$ cat src/hdl/iasc_pkg.sv
// ----------------------------------------------------------------------------
// iasc_pkg
// shared types, register codes and constants of the adaptive step controller
// ----------------------------------------------------------------------------
package iasc_pkg;

	localparam int TABLE_ENTRIES  = 4;
	localparam int TIME_FRAC_BITS = 24;
	localparam int WORD_ENTRIES   = 4;
	localparam int USED_MAX       = (TABLE_ENTRIES < WORD_ENTRIES) ? TABLE_ENTRIES
	                                                               : WORD_ENTRIES;

	localparam int TIME_W  = 48;
	localparam int INDEX_W = 32;
	localparam int ITER_W  = 16;
	localparam int MULT_W  = 16;
	localparam int COUNT_W = 3;
	localparam int DATA_W  = 64;
	localparam int ADDR_W  = 6;

	localparam logic [2:0] REG_SPAN_END     = 3'd0;
	localparam logic [2:0] REG_MIN_STEP     = 3'd1;
	localparam logic [2:0] REG_MAX_STEP     = 3'd2;
	localparam logic [2:0] REG_INITIAL_STEP = 3'd3;
	localparam logic [2:0] REG_THRESHOLDS   = 3'd4;
	localparam logic [2:0] REG_MULTIPLIERS  = 3'd5;
	localparam logic [2:0] REG_ENTRY_COUNT  = 3'd6;

	localparam logic [MULT_W-1:0] MULT_ONE        = 16'h0100;
	localparam logic [TIME_W-1:0] MAX_STEP_RST    = '1;
	localparam logic [TIME_W-1:0] INIT_STEP_RST   = TIME_W'(64'd1 << TIME_FRAC_BITS);
	localparam logic [DATA_W-1:0] MULT_WORDS_RST  = 64'h0100_0100_0100_0100;

	typedef struct packed {
		logic [TIME_W-1:0]  span_end;
		logic [TIME_W-1:0]  min_step;
		logic [TIME_W-1:0]  max_step;
		logic [TIME_W-1:0]  initial_step;
		logic [DATA_W-1:0]  threshold_words;
		logic [DATA_W-1:0]  multiplier_words;
		logic [COUNT_W-1:0] entry_count;
	} cfg_t;

	typedef struct packed {
		logic [TIME_W-1:0]  prev_time;
		logic [TIME_W-1:0]  prev_size;
		logic [INDEX_W-1:0] prev_index;
		logic [TIME_W-1:0]  cur_time;
		logic [TIME_W-1:0]  cur_size;
		logic [INDEX_W-1:0] cur_index;
		logic [INDEX_W-1:0] rejected_count;
	} state_t;

	typedef struct packed {
		logic               running;
		logic               step_accepted;
		logic [TIME_W-1:0]  step_time;
		logic [TIME_W-1:0]  step_size;
		logic [INDEX_W-1:0] step_number;
		logic [INDEX_W-1:0] rejected_total;
	} result_t;

endpackage

$ cat src/hdl/iasc_cfg_regs.sv
// ----------------------------------------------------------------------------
// iasc_cfg_regs
// configuration register file behind the apb-style port
// ----------------------------------------------------------------------------
module iasc_cfg_regs (
	input  logic                          clk,
	input  logic                          arst_n,
	input  logic                          psel,
	input  logic                          penable,
	input  logic                          pwrite,
	input  logic [iasc_pkg::ADDR_W-1:0]   paddr,
	input  logic [iasc_pkg::DATA_W-1:0]   pwdata,
	output logic [iasc_pkg::DATA_W-1:0]   prdata,
	output logic                          pready,
	output iasc_pkg::cfg_t                cfg
);

	iasc_pkg::cfg_t cfg_q;
	logic [2:0]     reg_idx;
	logic           wr_en;

	assign pready  = 1'b1;
	assign reg_idx = paddr[iasc_pkg::ADDR_W-1:3];
	assign wr_en   = psel & penable & pwrite;
	assign cfg     = cfg_q;

	always_ff @(posedge clk or negedge arst_n) begin
		if (!arst_n) begin
			cfg_q.span_end         <= '0;
			cfg_q.min_step         <= '0;
			cfg_q.max_step         <= iasc_pkg::MAX_STEP_RST;
			cfg_q.initial_step     <= iasc_pkg::INIT_STEP_RST;
			cfg_q.threshold_words  <= '0;
			cfg_q.multiplier_words <= iasc_pkg::MULT_WORDS_RST;
			cfg_q.entry_count      <= '0;
		end else if (wr_en) begin
			case (reg_idx)
				iasc_pkg::REG_SPAN_END:     cfg_q.span_end <= pwdata[iasc_pkg::TIME_W-1:0];
				iasc_pkg::REG_MIN_STEP:     cfg_q.min_step <= pwdata[iasc_pkg::TIME_W-1:0];
				iasc_pkg::REG_MAX_STEP:     cfg_q.max_step <= pwdata[iasc_pkg::TIME_W-1:0];
				iasc_pkg::REG_INITIAL_STEP: begin
					cfg_q.initial_step <= pwdata[iasc_pkg::TIME_W-1:0];
				end
				iasc_pkg::REG_THRESHOLDS:   cfg_q.threshold_words <= pwdata;
				iasc_pkg::REG_MULTIPLIERS:  cfg_q.multiplier_words <= pwdata;
				iasc_pkg::REG_ENTRY_COUNT:  begin
					cfg_q.entry_count <= pwdata[iasc_pkg::COUNT_W-1:0];
				end
				default: ;
			endcase
		end
	end

	always_comb begin
		case (reg_idx)
			iasc_pkg::REG_SPAN_END:     prdata = iasc_pkg::DATA_W'(cfg_q.span_end);
			iasc_pkg::REG_MIN_STEP:     prdata = iasc_pkg::DATA_W'(cfg_q.min_step);
			iasc_pkg::REG_MAX_STEP:     prdata = iasc_pkg::DATA_W'(cfg_q.max_step);
			iasc_pkg::REG_INITIAL_STEP: prdata = iasc_pkg::DATA_W'(cfg_q.initial_step);
			iasc_pkg::REG_THRESHOLDS:   prdata = cfg_q.threshold_words;
			iasc_pkg::REG_MULTIPLIERS:  prdata = cfg_q.multiplier_words;
			iasc_pkg::REG_ENTRY_COUNT:  prdata = iasc_pkg::DATA_W'(cfg_q.entry_count);
			default:                    prdata = '0;
		endcase
	end

endmodule

$ cat src/hdl/iasc_step_calc.sv
// ----------------------------------------------------------------------------
// iasc_step_calc
// accept decision, multiplier lookup, size product, clamp and end cut
// ----------------------------------------------------------------------------
module iasc_step_calc (
	input  iasc_pkg::cfg_t                cfg,
	input  iasc_pkg::state_t              st,
	input  logic [iasc_pkg::ITER_W-1:0]   iterations,
	output iasc_pkg::state_t              nxt,
	output iasc_pkg::result_t             res
);

	logic [iasc_pkg::ITER_W-1:0] thr [iasc_pkg::WORD_ENTRIES];
	logic [iasc_pkg::MULT_W-1:0] mul [iasc_pkg::WORD_ENTRIES];

	always_comb begin
		for (int i = 0; i < iasc_pkg::WORD_ENTRIES; i++) begin
			thr[i] = cfg.threshold_words[16*i +: 16];
			mul[i] = cfg.multiplier_words[16*i +: 16];
		end
	end

	always_comb begin
		logic [iasc_pkg::COUNT_W-1:0] used;
		logic [1:0]                   lim_idx;
		logic [iasc_pkg::ITER_W-1:0]  limit;
		logic                         run;
		logic                         acc;
		logic [iasc_pkg::MULT_W-1:0]  mult;
		logic [iasc_pkg::TIME_W-1:0]  base_time;
		logic [iasc_pkg::TIME_W-1:0]  base_size;
		logic [iasc_pkg::INDEX_W-1:0] base_index;
		logic [63:0]                  prod;
		logic [55:0]                  scaled;
		logic [iasc_pkg::TIME_W-1:0]  dt;
		logic [iasc_pkg::TIME_W:0]    end_sum;

		used = (cfg.entry_count > iasc_pkg::COUNT_W'(iasc_pkg::USED_MAX))
		       ? iasc_pkg::COUNT_W'(iasc_pkg::USED_MAX) : cfg.entry_count;
		lim_idx = 2'(used - 3'd1);
		limit   = (used != '0) ? thr[lim_idx] : '0;
		run     = (st.cur_time != cfg.span_end);
		acc     = run && (iterations <= limit);

		base_time  = acc ? st.cur_time  : st.prev_time;
		base_size  = acc ? st.cur_size  : st.prev_size;
		base_index = acc ? st.cur_index : st.prev_index;

		// last threshold exceeded picks the multiplier
		mult = (used != '0) ? mul[0] : iasc_pkg::MULT_ONE;
		for (int i = 0; i < iasc_pkg::WORD_ENTRIES; i++) begin
			if ((3'(i) < used) && (iterations > thr[i])) begin
				mult = mul[i];
			end
		end

		prod   = 64'(base_size) * 64'(mult);
		scaled = prod[63:8];

		if (base_index == '0) begin
			dt = cfg.initial_step;
		end else if (|scaled[55:48]) begin
			dt = '1;
		end else begin
			dt = scaled[47:0];
		end

		if (dt < cfg.min_step) begin
			dt = cfg.min_step;
		end else if (dt > cfg.max_step) begin
			dt = cfg.max_step;
		end

		end_sum = {1'b0, dt} + {1'b0, base_time};
		if (end_sum > {1'b0, cfg.span_end}) begin
			dt = (cfg.span_end > base_time) ? (cfg.span_end - base_time) : '0;
		end

		nxt = st;
		if (run) begin
			nxt.prev_time  = base_time;
			nxt.prev_size  = base_size;
			nxt.prev_index = base_index;
			nxt.cur_time   = base_time + dt;
			nxt.cur_size   = dt;
			nxt.cur_index  = base_index + 32'd1;
			if (!acc && (st.rejected_count != '1)) begin
				nxt.rejected_count = st.rejected_count + 32'd1;
			end
		end

		res.running        = run;
		res.step_accepted  = acc;
		res.step_time      = nxt.cur_time;
		res.step_size      = nxt.cur_size;
		res.step_number    = nxt.cur_index;
		res.rejected_total = nxt.rejected_count;
	end

endmodule

$ cat src/hdl/iteration_adaptive_step_control_core.sv
// ----------------------------------------------------------------------------
// iteration_adaptive_step_control_core
// iteration count driven step size controller, one report per word
//
//   channel  | handshake                  | payload
//   ---------+----------------------------+--------------------------------
//   item     | item_valid / item_stall    | iterations
//   result   | result_valid / result_stall| running, step_accepted,
//            |                            | step_time, step_size,
//            |                            | step_number, rejected_total
//   config   | psel/penable/pwrite/pready | paddr, pwdata, prdata
//
// one word per cycle sustained while result_stall is not held
// the input register and result register are the two stages; controller
// state updates as a word moves from the input register to the result
// reset clears the controller state and valid flags, no clearing pass
// a held result_stall backs up into item_stall once the input register fills
// ----------------------------------------------------------------------------
module iteration_adaptive_step_control_core (
	input  logic                            clk,
	input  logic                            arst_n,
	input  logic                            item_valid,
	output logic                            item_stall,
	input  logic [iasc_pkg::ITER_W-1:0]     iterations,
	output logic                            result_valid,
	input  logic                            result_stall,
	output logic                            running,
	output logic                            step_accepted,
	output logic [iasc_pkg::TIME_W-1:0]     step_time,
	output logic [iasc_pkg::TIME_W-1:0]     step_size,
	output logic [iasc_pkg::INDEX_W-1:0]    step_number,
	output logic [iasc_pkg::INDEX_W-1:0]    rejected_total,
	input  logic                            psel,
	input  logic                            penable,
	input  logic                            pwrite,
	input  logic [iasc_pkg::ADDR_W-1:0]     paddr,
	input  logic [iasc_pkg::DATA_W-1:0]     pwdata,
	output logic [iasc_pkg::DATA_W-1:0]     prdata,
	output logic                            pready
);

	iasc_pkg::cfg_t               cfg;
	iasc_pkg::state_t             state_q;
	iasc_pkg::state_t             state_nxt;
	iasc_pkg::result_t            res_calc;
	iasc_pkg::result_t            result_q;
	logic                         valid_s1;
	logic [iasc_pkg::ITER_W-1:0]  iterations_s1;
	logic                         result_valid_q;
	logic                         advance;

	iasc_cfg_regs u_cfg (
		.clk     (clk),
		.arst_n  (arst_n),
		.psel    (psel),
		.penable (penable),
		.pwrite  (pwrite),
		.paddr   (paddr),
		.pwdata  (pwdata),
		.prdata  (prdata),
		.pready  (pready),
		.cfg     (cfg)
	);

	iasc_step_calc u_calc (
		.cfg        (cfg),
		.st         (state_q),
		.iterations (iterations_s1),
		.nxt        (state_nxt),
		.res        (res_calc)
	);

	assign advance    = valid_s1 & (~result_valid_q | ~result_stall);
	assign item_stall = valid_s1 & ~advance;

	always_ff @(posedge clk or negedge arst_n) begin
		if (!arst_n) begin
			valid_s1 <= 1'b0;
		end else if (!item_stall) begin
			valid_s1 <= item_valid;
		end
	end

	always_ff @(posedge clk) begin
		if (item_valid && !item_stall) begin
			iterations_s1 <= iterations;
		end
	end

	always_ff @(posedge clk or negedge arst_n) begin
		if (!arst_n) begin
			state_q        <= '0;
			result_valid_q <= 1'b0;
		end else if (advance) begin
			state_q        <= state_nxt;
			result_valid_q <= 1'b1;
		end else if (!result_stall) begin
			result_valid_q <= 1'b0;
		end
	end

	always_ff @(posedge clk) begin
		if (advance) begin
			result_q <= res_calc;
		end
	end

	assign result_valid   = result_valid_q;
	assign running        = result_q.running;
	assign step_accepted  = result_q.step_accepted;
	assign step_time      = result_q.step_time;
	assign step_size      = result_q.step_size;
	assign step_number    = result_q.step_number;
	assign rejected_total = result_q.rejected_total;

	// rejected count only moves up
	a_rej_monotonic: assert property (@(posedge clk) disable iff (!arst_n)
		1'b1 |=> state_q.rejected_count >= $past(state_q.rejected_count))
		else $error("rejected count decreased");

	// end reached leaves the step state untouched
	a_end_holds: assert property (@(posedge clk) disable iff (!arst_n)
		advance && !res_calc.running |=>
			$stable(state_q.cur_time) && $stable(state_q.cur_index))
		else $error("state changed after end reached");

	// an accepted step is always a running one
	a_acc_running: assert property (@(posedge clk) disable iff (!arst_n)
		result_valid_q && result_q.step_accepted |-> result_q.running)
		else $error("accepted without running");

	// backpressure only with a word waiting in the input register
	a_stall_cause: assert property (@(posedge clk) disable iff (!arst_n)
		item_stall |-> valid_s1 && result_valid_q && result_stall)
		else $error("item stall without a blocked word");

endmodule
$ cat config.mk
export PLATFORM = sky130hd
export DESIGN_NAME = iteration_adaptive_step_control_core
export DESIGN_NICKNAME = d
export VERILOG_FILES = /design/src/hdl/iasc_pkg.sv /design/src/hdl/iasc_cfg_regs.sv /design/src/hdl/iasc_step_calc.sv /design/src/hdl/iteration_adaptive_step_control_core.sv
export SDC_FILE = /design/constraint.sdc
export NUM_CORES = 2
export LEC_CHECK = 0
export ABC_AREA = 1
export BUFFER_PORTS_ARGS = -buffer_cell sky130_fd_sc_hd__buf_2
export CORE_ASPECT_RATIO = 1.2
export CORE_MARGIN = 5
export CORE_UTILIZATION = 30
export CTS_BUF_LIST = sky130_fd_sc_hd__clkbuf_8
export CTS_CLUSTER_SIZE = 10
export DETAILED_ROUTE_END_ITERATION = 10
export PLACE_DENSITY = 0.43
export SLEW_MARGIN = 20
export SYNTH_ARGS = -nofsm -noshare
export SYNTH_HDL_FRONTEND = slang
export SYNTH_SLANG_ARGS = --single-unit
$ cat constraint.sdc
create_clock -name clk -period 48.7 [get_ports clk]
set_input_delay 2.435 -clock clk [delete_from_list [all_inputs] [get_ports clk]]
set_output_delay 2.435 -clock clk [all_outputs]
set_load 0.005 [all_outputs]
==> flow_summary.json <==
{
  "status": "complete, no violations",
  "setup_viol": 0,
  "final_hold_viol_count": 0,
  "tns_ns": 0,
  "wl_per_cell_um": 24.88,
  "critPathBufInv": 27,
  "ys_ff_latch": 791,
  "synth_edf_count": 178,
  "cts_sinks": 791,
  "viasPerCell": 5.025,
  "synthSimpleGateAreaFrac_pct": 17.64,
  "ant_nets": 0,
  "fill_cells": 26417,
  "cts_tree": "yes",
  "synthArstFlopShare_pct": 77.50,
  "core-area_um2": 244800,
  "min_path_cells": 2,
  "grt-ovfl-total": 0,
  "r2r_cells": 134,
  "tightest_slew_ns": 1.159,
  "finalWirelength_mm": 322.9,
  "fin_skew_ns": 0.09306,
  "drt_first_pass_iters": 6,
  "dieArea_um2": 255600,
  "crit_top_cell": "nand2_1",
  "cts_buffers": 160,
  "ctsResizeCount": 0,
  "synth_top_family_by_area": "adder cells",
  "syn_nets": 10640,
  "synth_fa_ha_area_share_pct": 25.76,
  "clock.fmax_mhz": 35.60,
  "grt_pass1_vias": 67150,
  "clockBufferDepth": 4,
  "clkSlewWorstSetupHoldPaths_ns": 0.06,
  "synth-compound-area-share_pct": 14.85,
  "worst_path_max_delay_cell": "nor4_1",
  "nets": 10862,
  "io_buffers": 317,
  "setup_slack_ns": 20.61,
  "path_max_fanout": 70,
  "synthToLayoutAreaGrowth_pct": 11.45,
  "synth.area.mux_share_pct": 0,
  "rows": 199,
  "routabilityCongestion": 0.9453,
  "drive_above_1_share_pct": 9.399,
  "fin_area_um2": 82090,
  "antenna_found_initial": 16,
  "cts_hold_buffers": 0,
  "cp_data_required_time_ns": 49.31,
  "synth_flop_cell": "dfrtp_1",
  "post-cts-setup-buffers": 0,
  "ys_seq_area_share_pct": 28.17,
  "slew_violations": 0,
  "rsz0062_at_grt": "no",
  "cp.arrival_ns": 28.70,
  "path_class": "register to register",
  "path_depth": 134,
  "cp_top_family": "simple AND/OR/NAND/NOR gates",
  "start_kind": "register",
  "whs_ns": 0.4775,
  "die_width_um": 462.3,
  "grt_pass1_wl_mm": 466.8,
  "fp.dieH_um": 552.8,
  "hpwlAfterDp_mm": 258.1,
  "dr_total_vias": 65217,
  "place_ws_ns": 20.73,
  "min_period_ns": 28.09,
  "htreeDepth": 4,
  "clock_latency_ns": 0.96,
  "syn_area_um2": 73660,
  "slew_headroom_pct": 22.19,
  "grt_usage_pct": 24.76,
  "drc_errors": 0,
  "syn_inst": 9417,
  "yosys_warnings": 0,
  "synth_area_per_cell_um2": 7.822,
  "grt_max_degree": 240,
  "maxCapViolCount": 0,
  "placed_cell_area_um2": 78990,
  "start_util_pct": 30.10,
  "crit_path_max_incr_delay_ns": 0.86,
  "synth_cell_types": 66,
  "hold_class": "register to register",
  "ios": 322,
  "root_buffer": "clkbuf_8",
  "fin_crit_sh_pct": 57.67,
  "endpoint_kind": "register",
  "synth_xor_area_share_pct": 2.865,
  "drt_iter0_markers": 5046
}
-- cell families (layout without fill, tap and decap cells) --
family / after synthesis / after routing
compound gates: 1958 / 1958
xor+xnor: 241 / 241
fa+ha+maj: 1130 / 1130
buf+inv: 2078 / 2417
flops: 791 / 791
other cells: 1 / 7
simple gates: 3218 / 3218
-- worst paths after layout --
kind	start	to	slack, ns
max	u_cfg.cfg[0]	step_time[47]	20.61
min	state_q[271]	state_q[271]	0.48
max reg2reg	u_cfg.cfg[0]	step_time[47]	20.61
min reg2reg	state_q[271]	state_q[271]	0.48
max in group asynchronous	arst_n	u_cfg.cfg[269]	43.28
min in group asynchronous	arst_n	state_q[241]	1.45
-- cell usage in the layout, fill, tap and decap left out, drive strengths merged, types with 56 or more instances in the layout --
master	Yosys	layout
inv	1685	1743
nor2	618	618
nor3	59	59
edfxtp	178	178
buf	52	441
nand4	73	73
fa	644	644
xor2	153	153
o211ai	65	65
o22ai	56	56
clkbuf	329	177
o21ai	1144	1144
dfrtp	560	560
ha	486	486
a21oi	447	447
xnor2	88	88
or2	91	91
nand3	130	130
nand2	2193	2193
-- registers in the layout, summed over array words and instances (netlist names), 16 cells and up --
| register | flops |
|---|---|
| iterations_s1 | 16 |
| step_number | 32 |
| step_time | 48 |
| u_cfg.cfg | 323 |
| rejected_total | 32 |
| step_size | 48 |
| state_q | 288 |
-- through the flow --
stage	std cells	utilization [%]
finish	12978	33.54
global placement	12693	32.27
detailed placement	12693	32.27
global route	12975	33.54
CTS	12972	33.53
floorplan	9417	-
-- Yosys cell counts (all sizes together) (56+ instances only) --
library cell	number	share of area (%)
or2	91	0.77
fa	644	18
clkbuf	329	1.7
a21oi	447	3.0
nand3	130	0.91
inv	1685	8.6
nor3	59	0.45
ha	486	8.3
edfxtp	178	7.3
nor2	618	3.2
nand2	2193	11
xor2	153	1.8
o22ai	56	0.48
dfrtp	560	19
xnor2	88	1.0
o211ai	65	0.66
nand4	73	0.63
o21ai	1144	8.1
-- worst min-delay path, delay by kind of cell (launching register included) --
| kind | cells | cell delay (ns) |
|---|---|---|
| simple gates | 1 | 0.05 |
| flops | 1 | 0.34 |
| compound gates | 1 | 0.06 |
-- area by class of cell --
type,instances,area (um2),area share [%]
Tap cell,3216,4024,4.902
Clock inverter,102,651.9,0.7941
Timing Repair Buffer,441,2552,3.109
Antenna cell,6,15.01,0.01829
Sequential cell,791,20750,25.28
Multi-Input combinational cell,6548,45280,55.16
Clock buffer,177,2436,2.967
Inverter,1697,6381,7.773
-- layer usage --
metal	track usage, %	routed length [um]	vias up
met3	3.608	16670	581
met1	29.81	129500	32269
met5	0	28	-
met4	12.70	19600	4
li1	-	-	30434
met2	42.98	157100	1929
Power is not shown: default switching activity piles up to over one toggle a cycle in this logic, so the estimate is an artifact.
